`src/hw/rtl/gka_pkg.sv`:
```
// Shared types and constants for the gamepad key autorepeat block.
`default_nettype none

package gka_pkg;

    localparam int NUM_BUTTONS_DEF = 14;
    localparam int COUNT_WIDTH_DEF = 5;
    localparam int MAX_SLOTS       = 16;
    localparam int SLOT_W          = 4;

    localparam int BTN_W      = 14;
    localparam int KEY_W      = 4;
    localparam int EV_W       = 3;
    localparam int USER_W     = 2;
    localparam int CFG_IDX_W  = 2;
    localparam int CFG_DATA_W = 5;

    localparam logic [CFG_DATA_W-1:0] REPEAT_PERIOD_RST = CFG_DATA_W'(5);
    localparam logic [CFG_DATA_W-1:0] INITIAL_DELAY_RST = CFG_DATA_W'(5 * 4);
    localparam logic [USER_W-1:0]     USER_INDEX_RST    = '0;

    localparam logic [CFG_IDX_W-1:0] CFG_REPEAT_PERIOD = 2'd0;
    localparam logic [CFG_IDX_W-1:0] CFG_INITIAL_DELAY = 2'd1;
    localparam logic [CFG_IDX_W-1:0] CFG_USER_INDEX    = 2'd2;

    localparam logic [EV_W-1:0] EV_NONE    = 3'b000;
    localparam logic [EV_W-1:0] EV_KEYDOWN = 3'b001;
    localparam logic [EV_W-1:0] EV_KEYUP   = 3'b010;
    localparam logic [EV_W-1:0] EV_REPEAT  = 3'b100;

    typedef enum logic [1:0] {
        KS_IDLE     = 2'd0,
        KS_DOWN     = 2'd1,
        KS_DOWN_RPT = 2'd2,
        KS_UP       = 2'd3
    } t_key_state;

    typedef enum logic [1:0] {
        SQ_IDLE,
        SQ_SCAN,
        SQ_DONE
    } t_seq_state;

    typedef struct packed {
        logic            stop;
        logic            has_key;
        logic [EV_W-1:0] ev;
    } t_step_res;

endpackage

`default_nettype wire

```
`src/hw/rtl/gamepad_keystroke_autorepeat.sv`:
```
// Top level: poll sequencer, config registers and result register.
//
//  channel | dir  | handshake                   | payload
//  in      | sink | i_in_valid / o_in_stall     | i_buttons
//  out     | src  | o_out_valid / i_out_stall   | o_has_key, o_key_index,
//          |      |                             | o_event_flags, o_user_out
//  cfg     | sink | i_cfg_valid / o_cfg_ready   | i_cfg_index, i_cfg_data
//
// Each item is accepted in idle; the shared step unit then checks one table entry
// per cycle until a button ends the scan or the last entry is done, the done state
// hands the result to the output register when that register is free or unstalled,
// and the sequencer goes back to idle. No new item is taken before that hand-off.
// Synchronous active-low reset clears all key states and countdowns at once.
// The output register frees the input side while a result waits under stall.
`default_nettype none

module gamepad_keystroke_autorepeat #(
    parameter int NUM_BUTTONS = gka_pkg::NUM_BUTTONS_DEF,
    parameter int COUNT_WIDTH = gka_pkg::COUNT_WIDTH_DEF
) (
    input  logic                            i_clk,
    input  logic                            i_rst_n,
    input  logic                            i_in_valid,
    output logic                            o_in_stall,
    input  logic [gka_pkg::BTN_W-1:0]       i_buttons,
    output logic                            o_out_valid,
    input  logic                            i_out_stall,
    output logic                            o_has_key,
    output logic [gka_pkg::KEY_W-1:0]       o_key_index,
    output logic [gka_pkg::EV_W-1:0]        o_event_flags,
    output logic [gka_pkg::USER_W-1:0]      o_user_out,
    input  logic                            i_cfg_valid,
    output logic                            o_cfg_ready,
    input  logic [gka_pkg::CFG_IDX_W-1:0]   i_cfg_index,
    input  logic [gka_pkg::CFG_DATA_W-1:0]  i_cfg_data
);
    import gka_pkg::*;

    localparam int IDX_W = (NUM_BUTTONS > 1) ? $clog2(NUM_BUTTONS) : 1;

    t_seq_state              r_seq;
    t_seq_state              n_seq;
    logic [IDX_W-1:0]        r_idx;
    logic [BTN_W-1:0]        r_buttons;
    logic [CFG_DATA_W-1:0]   r_repeat_period;
    logic [CFG_DATA_W-1:0]   r_initial_delay;
    logic [USER_W-1:0]       r_user_index;
    logic                    r_res_has;
    logic [KEY_W-1:0]        r_res_key;
    logic [EV_W-1:0]         r_res_ev;
    logic                    r_out_valid;
    logic                    r_out_has;
    logic [KEY_W-1:0]        r_out_key;
    logic [EV_W-1:0]         r_out_ev;
    logic [USER_W-1:0]       r_out_user;

    logic [MAX_SLOTS-1:0]    w_btn_ext;
    logic                    w_pressed;
    logic                    w_last;
    logic                    w_accept;
    logic                    w_step;
    logic                    w_finish;
    logic                    w_load_out;
    t_step_res               w_res;

    assign w_btn_ext = {(MAX_SLOTS - BTN_W)'(0), r_buttons};
    assign w_pressed = w_btn_ext[SLOT_W'(r_idx)];
    assign w_last    = (r_idx == IDX_W'(NUM_BUTTONS - 1));
    assign w_accept  = i_in_valid && !o_in_stall;

    gka_key_step #(
        .NUM_BUTTONS (NUM_BUTTONS),
        .COUNT_WIDTH (COUNT_WIDTH),
        .IDX_W       (IDX_W)
    ) u_step (
        .i_clk           (i_clk),
        .i_rst_n         (i_rst_n),
        .i_step          (w_step),
        .i_idx           (r_idx),
        .i_pressed       (w_pressed),
        .i_repeat_period (r_repeat_period),
        .i_initial_delay (r_initial_delay),
        .o_res           (w_res)
    );

    always_comb begin
        n_seq = r_seq;
        unique case (r_seq)
            SQ_IDLE: if (w_accept) n_seq = SQ_SCAN;
            SQ_SCAN: if (w_finish) n_seq = SQ_DONE;
            SQ_DONE: if (w_load_out) n_seq = SQ_IDLE;
            default: n_seq = SQ_IDLE;
        endcase
    end

    always_comb begin
        o_in_stall = (r_seq != SQ_IDLE);
        w_step     = (r_seq == SQ_SCAN);
        w_finish   = w_step && (w_res.stop || w_last);
        w_load_out = (r_seq == SQ_DONE) && (!r_out_valid || !i_out_stall);
    end

    always_ff @(posedge i_clk) begin
        if (!i_rst_n) begin
            r_seq           <= SQ_IDLE;
            r_idx           <= '0;
            r_out_valid     <= 1'b0;
            r_repeat_period <= REPEAT_PERIOD_RST;
            r_initial_delay <= INITIAL_DELAY_RST;
            r_user_index    <= USER_INDEX_RST;
        end else begin
            r_seq <= n_seq;
            if (w_accept) begin
                r_idx <= '0;
            end else if (w_step && !w_finish) begin
                r_idx <= r_idx + IDX_W'(1);
            end
            if (w_load_out) begin
                r_out_valid <= 1'b1;
            end else if (!i_out_stall) begin
                r_out_valid <= 1'b0;
            end
            if (i_cfg_valid) begin
                unique case (i_cfg_index)
                    CFG_REPEAT_PERIOD: r_repeat_period <= i_cfg_data;
                    CFG_INITIAL_DELAY: r_initial_delay <= i_cfg_data;
                    CFG_USER_INDEX:    r_user_index    <= i_cfg_data[USER_W-1:0];
                    default:           ;
                endcase
            end
        end
    end

    always_ff @(posedge i_clk) begin
        if (w_accept) begin
            r_buttons <= i_buttons;
        end
        if (w_finish) begin
            r_res_has <= w_res.has_key;
            r_res_key <= w_res.has_key ? KEY_W'(r_idx) : '0;
            r_res_ev  <= w_res.ev;
        end
        if (w_load_out) begin
            r_out_has  <= r_res_has;
            r_out_key  <= r_res_key;
            r_out_ev   <= r_res_ev;
            r_out_user <= r_user_index;
        end
    end

    assign o_cfg_ready   = 1'b1;
    assign o_out_valid   = r_out_valid;
    assign o_has_key     = r_out_has;
    assign o_key_index   = r_out_key;
    assign o_event_flags = r_out_ev;
    assign o_user_out    = r_out_user;

    a_accept_starts_scan: assert property (@(posedge i_clk) disable iff (!i_rst_n)
        w_accept |=> (r_seq == SQ_SCAN) && (r_idx == '0))
        else $error("scan did not start at the first button");

    a_empty_result: assert property (@(posedge i_clk) disable iff (!i_rst_n)
        (o_out_valid && !o_has_key) |-> (o_key_index == '0) && (o_event_flags == EV_NONE))
        else $error("empty result carries a key or flags");

    a_event_code: assert property (@(posedge i_clk) disable iff (!i_rst_n)
        (o_out_valid && o_has_key) |->
            (o_event_flags == EV_KEYDOWN) || (o_event_flags == EV_KEYUP) ||
            (o_event_flags == (EV_KEYDOWN | EV_REPEAT)))
        else $error("bad event flags on a key result");

    a_scan_in_range: assert property (@(posedge i_clk) disable iff (!i_rst_n)
        w_step |-> (r_idx <= IDX_W'(NUM_BUTTONS - 1)))
        else $error("scan index past last button");

endmodule

`default_nettype wire

```
`src/hw/rtl/gka_key_step.sv`:
```
// Per-button state table; decides one button in each i_step cycle.
`default_nettype none

module gka_key_step #(
    parameter int NUM_BUTTONS = gka_pkg::NUM_BUTTONS_DEF,
    parameter int COUNT_WIDTH = gka_pkg::COUNT_WIDTH_DEF,
    parameter int IDX_W       = 4
) (
    input  logic                            i_clk,
    input  logic                            i_rst_n,
    input  logic                            i_step,
    input  logic [IDX_W-1:0]                i_idx,
    input  logic                            i_pressed,
    input  logic [gka_pkg::CFG_DATA_W-1:0]  i_repeat_period,
    input  logic [gka_pkg::CFG_DATA_W-1:0]  i_initial_delay,
    output gka_pkg::t_step_res              o_res
);
    import gka_pkg::*;

    t_key_state             r_state [NUM_BUTTONS];
    logic [COUNT_WIDTH-1:0] r_count [NUM_BUTTONS];

    t_key_state             w_st;
    logic [COUNT_WIDTH-1:0] w_cnt;
    t_key_state             n_st;
    logic [COUNT_WIDTH-1:0] n_cnt;

    assign w_st  = r_state[i_idx];
    assign w_cnt = r_count[i_idx];

    always_comb begin
        o_res = '0;
        n_st  = w_st;
        n_cnt = w_cnt;
        if (i_pressed) begin
            unique case (w_st)
                KS_IDLE: begin
                    n_st  = KS_DOWN;
                    o_res = '{stop: 1'b1, has_key: 1'b1, ev: EV_KEYDOWN};
                end
                KS_DOWN, KS_DOWN_RPT: begin
                    if (w_cnt == '0) begin
                        n_cnt = COUNT_WIDTH'(i_repeat_period);
                        n_st  = KS_DOWN_RPT;
                        o_res = '{stop: 1'b1, has_key: 1'b1, ev: EV_KEYDOWN | EV_REPEAT};
                    end else begin
                        n_cnt = w_cnt - COUNT_WIDTH'(1);
                    end
                end
                KS_UP: begin
                    n_st = KS_UP;
                end
                default: begin
                    n_st = w_st;
                end
            endcase
        end else begin
            unique case (w_st)
                KS_IDLE: begin
                    n_st = KS_IDLE;
                end
                KS_DOWN, KS_DOWN_RPT: begin
                    n_cnt = COUNT_WIDTH'(i_initial_delay);
                    n_st  = KS_UP;
                    o_res = '{stop: 1'b1, has_key: 1'b1, ev: EV_KEYUP};
                end
                KS_UP: begin
                    n_st  = KS_IDLE;
                    o_res = '{stop: 1'b1, has_key: 1'b0, ev: EV_NONE};
                end
                default: begin
                    n_st = w_st;
                end
            endcase
        end
    end

    always_ff @(posedge i_clk) begin
        if (!i_rst_n) begin
            for (int i = 0; i < NUM_BUTTONS; i++) begin
                r_state[i] <= KS_IDLE;
                r_count[i] <= '0;
            end
        end else if (i_step) begin
            r_state[i_idx] <= n_st;
            r_count[i_idx] <= n_cnt;
        end
    end

endmodule

`default_nettype wire
```
`config.mk`:
```
export PLATFORM = sky130hd
export DESIGN_NAME = gamepad_keystroke_autorepeat
export DESIGN_NICKNAME = d
export VERILOG_FILES = /design/src/hw/rtl/gka_pkg.sv /design/src/hw/rtl/gamepad_keystroke_autorepeat.sv /design/src/hw/rtl/gka_key_step.sv
export SDC_FILE = /design/constraint.sdc
export NUM_CORES = 1
export LEC_CHECK = 0
export BUFFER_PORTS_ARGS = -buffer_cell sky130_fd_sc_hd__buf_2
export CAP_MARGIN = 15
export CORE_MARGIN = 3
export CORE_UTILIZATION = 61
export CTS_CLUSTER_DIAMETER = 60
export DETAILED_ROUTE_END_ITERATION = 10
export HOLD_SLACK_MARGIN = 0.02
export PLACE_DENSITY = 0.87
export RECOVER_POWER = 25
export SYNTH_ARGS = -nofsm -noshare
export SYNTH_HDL_FRONTEND = slang
export SYNTH_HIERARCHICAL = 1
export SYNTH_SLANG_ARGS = --single-unit
```
`constraint.sdc`:
```
create_clock -name i_clk -period 6.3 [get_ports i_clk]
set_clock_uncertainty 0.15 [all_clocks]
set_input_delay 1.26 -clock i_clk [delete_from_list [all_inputs] [get_ports i_clk]]
set_output_delay 1.26 -clock i_clk [all_outputs]
set_load 0.005 [all_outputs]
```
[After elaboration in Yosys (flattened, before gate mapping)]
Memories as Yosys holds them, arrays and structs flattened. A register that Yosys moved wholly into a read port is not among the register bits.
Cells that the tools add are included.
Word-level totals
  bits in writable memories: 98
  word-level logic and storage cells: 90
  register bits after elaboration: 51
  memories kept: 2
  input bits: 26
Memory list
  u_step.r_count: words 14, bits a word 5, rd ports 1, clocked after memory_dff 1, write ports 14, RTL line gka_key_step.sv:21  | logic [COUNT_WIDTH-1:0] r_count [NUM_BUTTONS];
  u_step.r_state: words 14, bits a word 2, rd ports 1, clocked after memory_dff 1, write ports 14, RTL line gka_key_step.sv:20  | t_key_state r_state [NUM_BUTTONS];
Cells by class
  reductions and logical operators: 24
  add/subtract/negate cells: 2
  bitwise logic cells: 1
  mux-type cells: 34
  magnitude comparators: 1
  equality and inequality tests: 12
Operator list (number)
  $mux 5: 7
  $mux 4: 6
  $pmux 5 s2: 2
  $mux 2: 6
  $pmux 2 s3: 2
  $mux 1: 9
  $eq 2x2->1 const B: 4
  $reduce_or 2->1: 4
  $eq 2x1->1 const B: 3
  $logic_not 2->1: 3
  $reduce_and 2->1: 3
  $logic_not 5->1: 1
  $lt 4x5->1 const B: 1
  $reduce_or 5->1: 1
  $sub 5x1->5 const B: 1
  $add 4x1->4 const B: 1
  $bmux 1 s4: 1
  $eq 4x4->1 const B: 1
  $logic_and 1x1->1: 4
  $logic_not 1->1: 4
  $ne 2x1->1 const B: 2
  $ne 2x2->1 const B: 2
  $pmux 2 s2: 1
  $reduce_and 3->1: 1
  other kinds (3): 4

[Logic depth before layout (Yosys ltp)]
  depth after elaboration: 10
  depth in mapped cells: 14

[Modules after synthesis]
The synthesis kept the hierarchy.
Modules (own cells, without submodules)
  gka_key_step: times used 1, sequential area each 3363.2 µm², cells an instance 379, area an instance 5286.3 µm²
  gamepad_keystroke_autorepeat: times used 1, sequential area each 1341.3 µm², cells an instance 130, area an instance 1941.9 µm²

[Least setup slack after synthesis]
OpenSTA, ideal clock, no wires.
  path type: reg2reg
  from: reg r_idx[0]
  to: mem u_step/r_count[14][4] in the netlist's numbering (data pin)
  cell stages (with the launch flop): 15
  path buffers: 4
  data arrival time: 3.989 ns
  period minus slack after synthesis: 4.409 ns
  setup time: 0.269 ns
  setup slack: 1.891 ns
  required time: 5.881 ns
  cells stage by stage: dfxtp_1 -> buf_6 -> buf_2 -> mux4_2 -> mux4_2 -> inv_1 -> ha_1 -> clkbuf_1 -> inv_1 -> nor2_1 -> or3_1 -> a31oi_1 -> a221oi_2 -> clkbuf_1 -> inv_1
RTL lines
  start: declaration: RTL line gamepad_keystroke_autorepeat.sv:43  | logic [IDX_W-1:0] r_idx;
  start signal: assignment: RTL line gamepad_keystroke_autorepeat.sv:116  | r_idx <= r_idx + IDX_W'(1);
  end: declaration: RTL line gka_key_step.sv:21

==> reports/metrics.yaml <==
sta:
  relSlewSlack: 0.0267
  hold_viol: 0
  tns_ns: 0
  worstMarginPinSlew_ns: 1.46
  fin_crit_sh: 0.830
  fmax_ghz: 0.191
  period_needed_ns: 5.23
  final-setup-viol-count: 0
  drv_slew: 0
  rsz0062_at_grt: "no"
finish:
  multi_input_area_sq_um: 2300
  fillers: 704
  area_growth_pct: 11.7
  diodes: 0
  nNetsFinal: 577
  layout-drive-gt1-share: 0.222
  layout.cells.non_filler: 701
  final-seq-area_sq_um: 4710
critical_path:
  cp.required_ns: 6.26
  startpoint: "r_idx[1]"
  critical_path.most_common_cell: "inv_1"
  arrival_ns: 5.18
  end_kind: "flip-flop"
  cpPeakStageDelay_ns: 1.03
  worst_path_max_delay_cell: "a221oi_2"
  crit_chain: "mux4_2, mux4_2, inv_1, ha_1, inv_1, nor2_1, or3_1, a31oi_1, a221oi_2, inv_1"
  worst-path-buf-inv: 3
  r2r-start: "r_idx[1]"
  worstSetupStartpointType: "flip-flop"
  critical_path.max_fanout: 23
  crit_family: "compound AO/OA/AOI/OAI gates"
  worstSetupPathType: "reg2reg"
clock_tree:
  cts-buffers-inserted: 17
  cts_resized: 0
  clock-sinks: 163
  cts_htree_levels: 4
  post_cts_buffers: 0
  clk_latency_ns: 0.42
  cts_buffer_depth: 2
  holdBufCountCts: 0
  cts_tree: "done"
  clk_pin_slew_ns: 0.07
  cts-root-buf: "clkbuf_16"
die:
  core_sq_um: 11500
  dieArea_sq_um: 13200
  die_y_microns: 115
  ioPinCount: 39
  initial_utilization: 0.628
  std_cell_rows: 39
  dieWidth_microns: 115
placed_design:
  gp_congestion: 0.845
  placed_cells: 668
  portBuffers: 37
  dp.final_hpwl_microns: 10300
min_path:
  hold_path_class: "reg2reg"
  hold_start: "r_res_has"
route:
  vias_per_cell: 6.41
  vias: 4492
  route.detailed.wl_per_inst_microns: 22.5
  wl_microns: 15800
  dr.pass1.iters: 5
  postRouteAntennaNets: 0
  first_iter_violations: 549
  drc_errors: 0
synthesis:
  yosys-top-cells-area: "edfxtp_1, mux4_2, nor2_1, dfxtp_1, mux2i_1"
  syn-cell-area_sq_um: 7230
  synthesis.nets: 541
  synth_edf_count: 144
  ys_async_sr_fraction: 0
  synth_top_cell_by_area: "edfxtp_1"
  avgSynthCellArea_sq_um: 14.2
  synth_top_area_share: 0.598
  synth.yosys.seq_area_share: 0.651
  synthDistinctLibCells: 55
  synth_ff_type: "edfxtp_1"
  ys_warn_count: 6
  synth_cells: 509
  ys_seq_elements: 163
power:
  power.density_nw_per_um2: 331
  vdd.ir_drop.worst_uv: 137
  total_power_mw: 2.67
  p_leak_nw: 2.91
global_route:
  grt_pass1_wl_microns: 24400
  grt_pass1_vias: 4415
  met1_usage: 0.310
  antenna_found_initial: 0
  grt_use_total: 0.251
  busiest_layer: "met2"
  grt-ovfl-total: 0
  use_met3: 0.0621
  grt_max_degree: 33
  grtUsageMet2: 0.435
run_status:
  status: "completed"
flow_run:
  maxCapViolCount: 0
## kinds of logic after synthesis
logic type	share of synthesized area
other	0.000519
muxes	0.125
buffers and inverters	0.0305
AOI/OAI and AO/OA	0.0609
and+or+nand+nor	0.122
adders and majority gates	0.0104
DFF	0.651
## per-layer routing
layer	vias up	wire length, microns
li1	1954	-
met1	2227	5870
met2	270	8000
met3	41	1460
met4	0	433
met5	-	0
## layout make-up
class                      count  share of cell area
clock inverter                12              0.0192
inverter                      18             0.00837
tap                          143              0.0222
multi-input combinational    302               0.285
clock buffer                  20              0.0541
sequential                   163               0.583
timing repair buffer          43              0.0284
## stage by stage
step / worst slack, ns / hold WS [ns] / area, sq um / util
finish: 1.07 / 0.266 / 8080 / 0.701
global placement: 1.58 / 0.253 / 7480 / 0.649
CTS: 1.18 / 0.268 / 8070 / 0.701
floorplan: 1.89 / 0.250 / 7230 / -
detailed placement: 1.24 / 0.256 / 7480 / 0.649
global route: 0.834 / 0.275 / 8080 / 0.701
## registers in the layout, indices dropped and copies added, names as in the netlist
signal / cells
o_user_out: 2
o_event_flags: 3
r_res_has: 1
r_idx: 4
o_key_index: 4
r_repeat_period: 5
r_seq: 2
r_res_ev: 3
r_buttons: 14
r_user_index: 2
u_step/r_count: 80
u_step/r_state: 32
o_has_key: 1
o_out_valid: 1
r_res_key: 4
r_initial_delay: 5
## layout by cell type (no fill, tap or decap), drive strengths merged, types with 4 or more instances in the layout
| cell type | n |
|---|---|
| edfxtp | 144 |
| nor2 | 114 |
| nand2 | 40 |
| buf | 39 |
| mux4 | 31 |
| clkbuf | 24 |
| inv | 20 |
| dfxtp | 19 |
| mux2i | 17 |
| nor2b | 13 |
| and2 | 10 |
| a22o | 8 |
| a21oi | 6 |
| o21ai | 6 |
| ha | 6 |
| a221oi | 5 |
| a31oi | 4 |
| nand3b | 4 |
| clkinvlp | 4 |
| nor3 | 4 |
## report_power, final
part	total [mW]	leakage [nW]	switching [mW]	internal [mW]
Sequential	1.26	1.60	0.0272	1.23
Combinational	0.384	1.04	0.256	0.128
Clock	1.02	0.275	0.400	0.624
Total	2.67	2.91	0.684	1.99
## synthesized netlist by cell type (5+ instances only)
master and n:
buf_6 5, o21ai_0 6, edfxtp_1 144, ha_1 6, mux4_2 29, nand2_1 40
inv_2 6, a22o_1 8, dfxtp_1 19, buf_2 7, nor2b_1 13, mux2i_1 17
and2_1 9, nor2_1 112, clkbuf_1 10, a21oi_1 6, inv_1 12
## worst paths after layout
kind | to | slack [ns] | cells after the start
setup / recovery | u_step/r_count[14][4] | 1.07 | 10
hold / removal | o_has_key | 0.27 | 0
setup reg to reg | u_step/r_count[14][4] | 1.07 | 10
hold reg to reg | o_has_key | 0.27 | 0
Power figures use the tool's default switching activity.
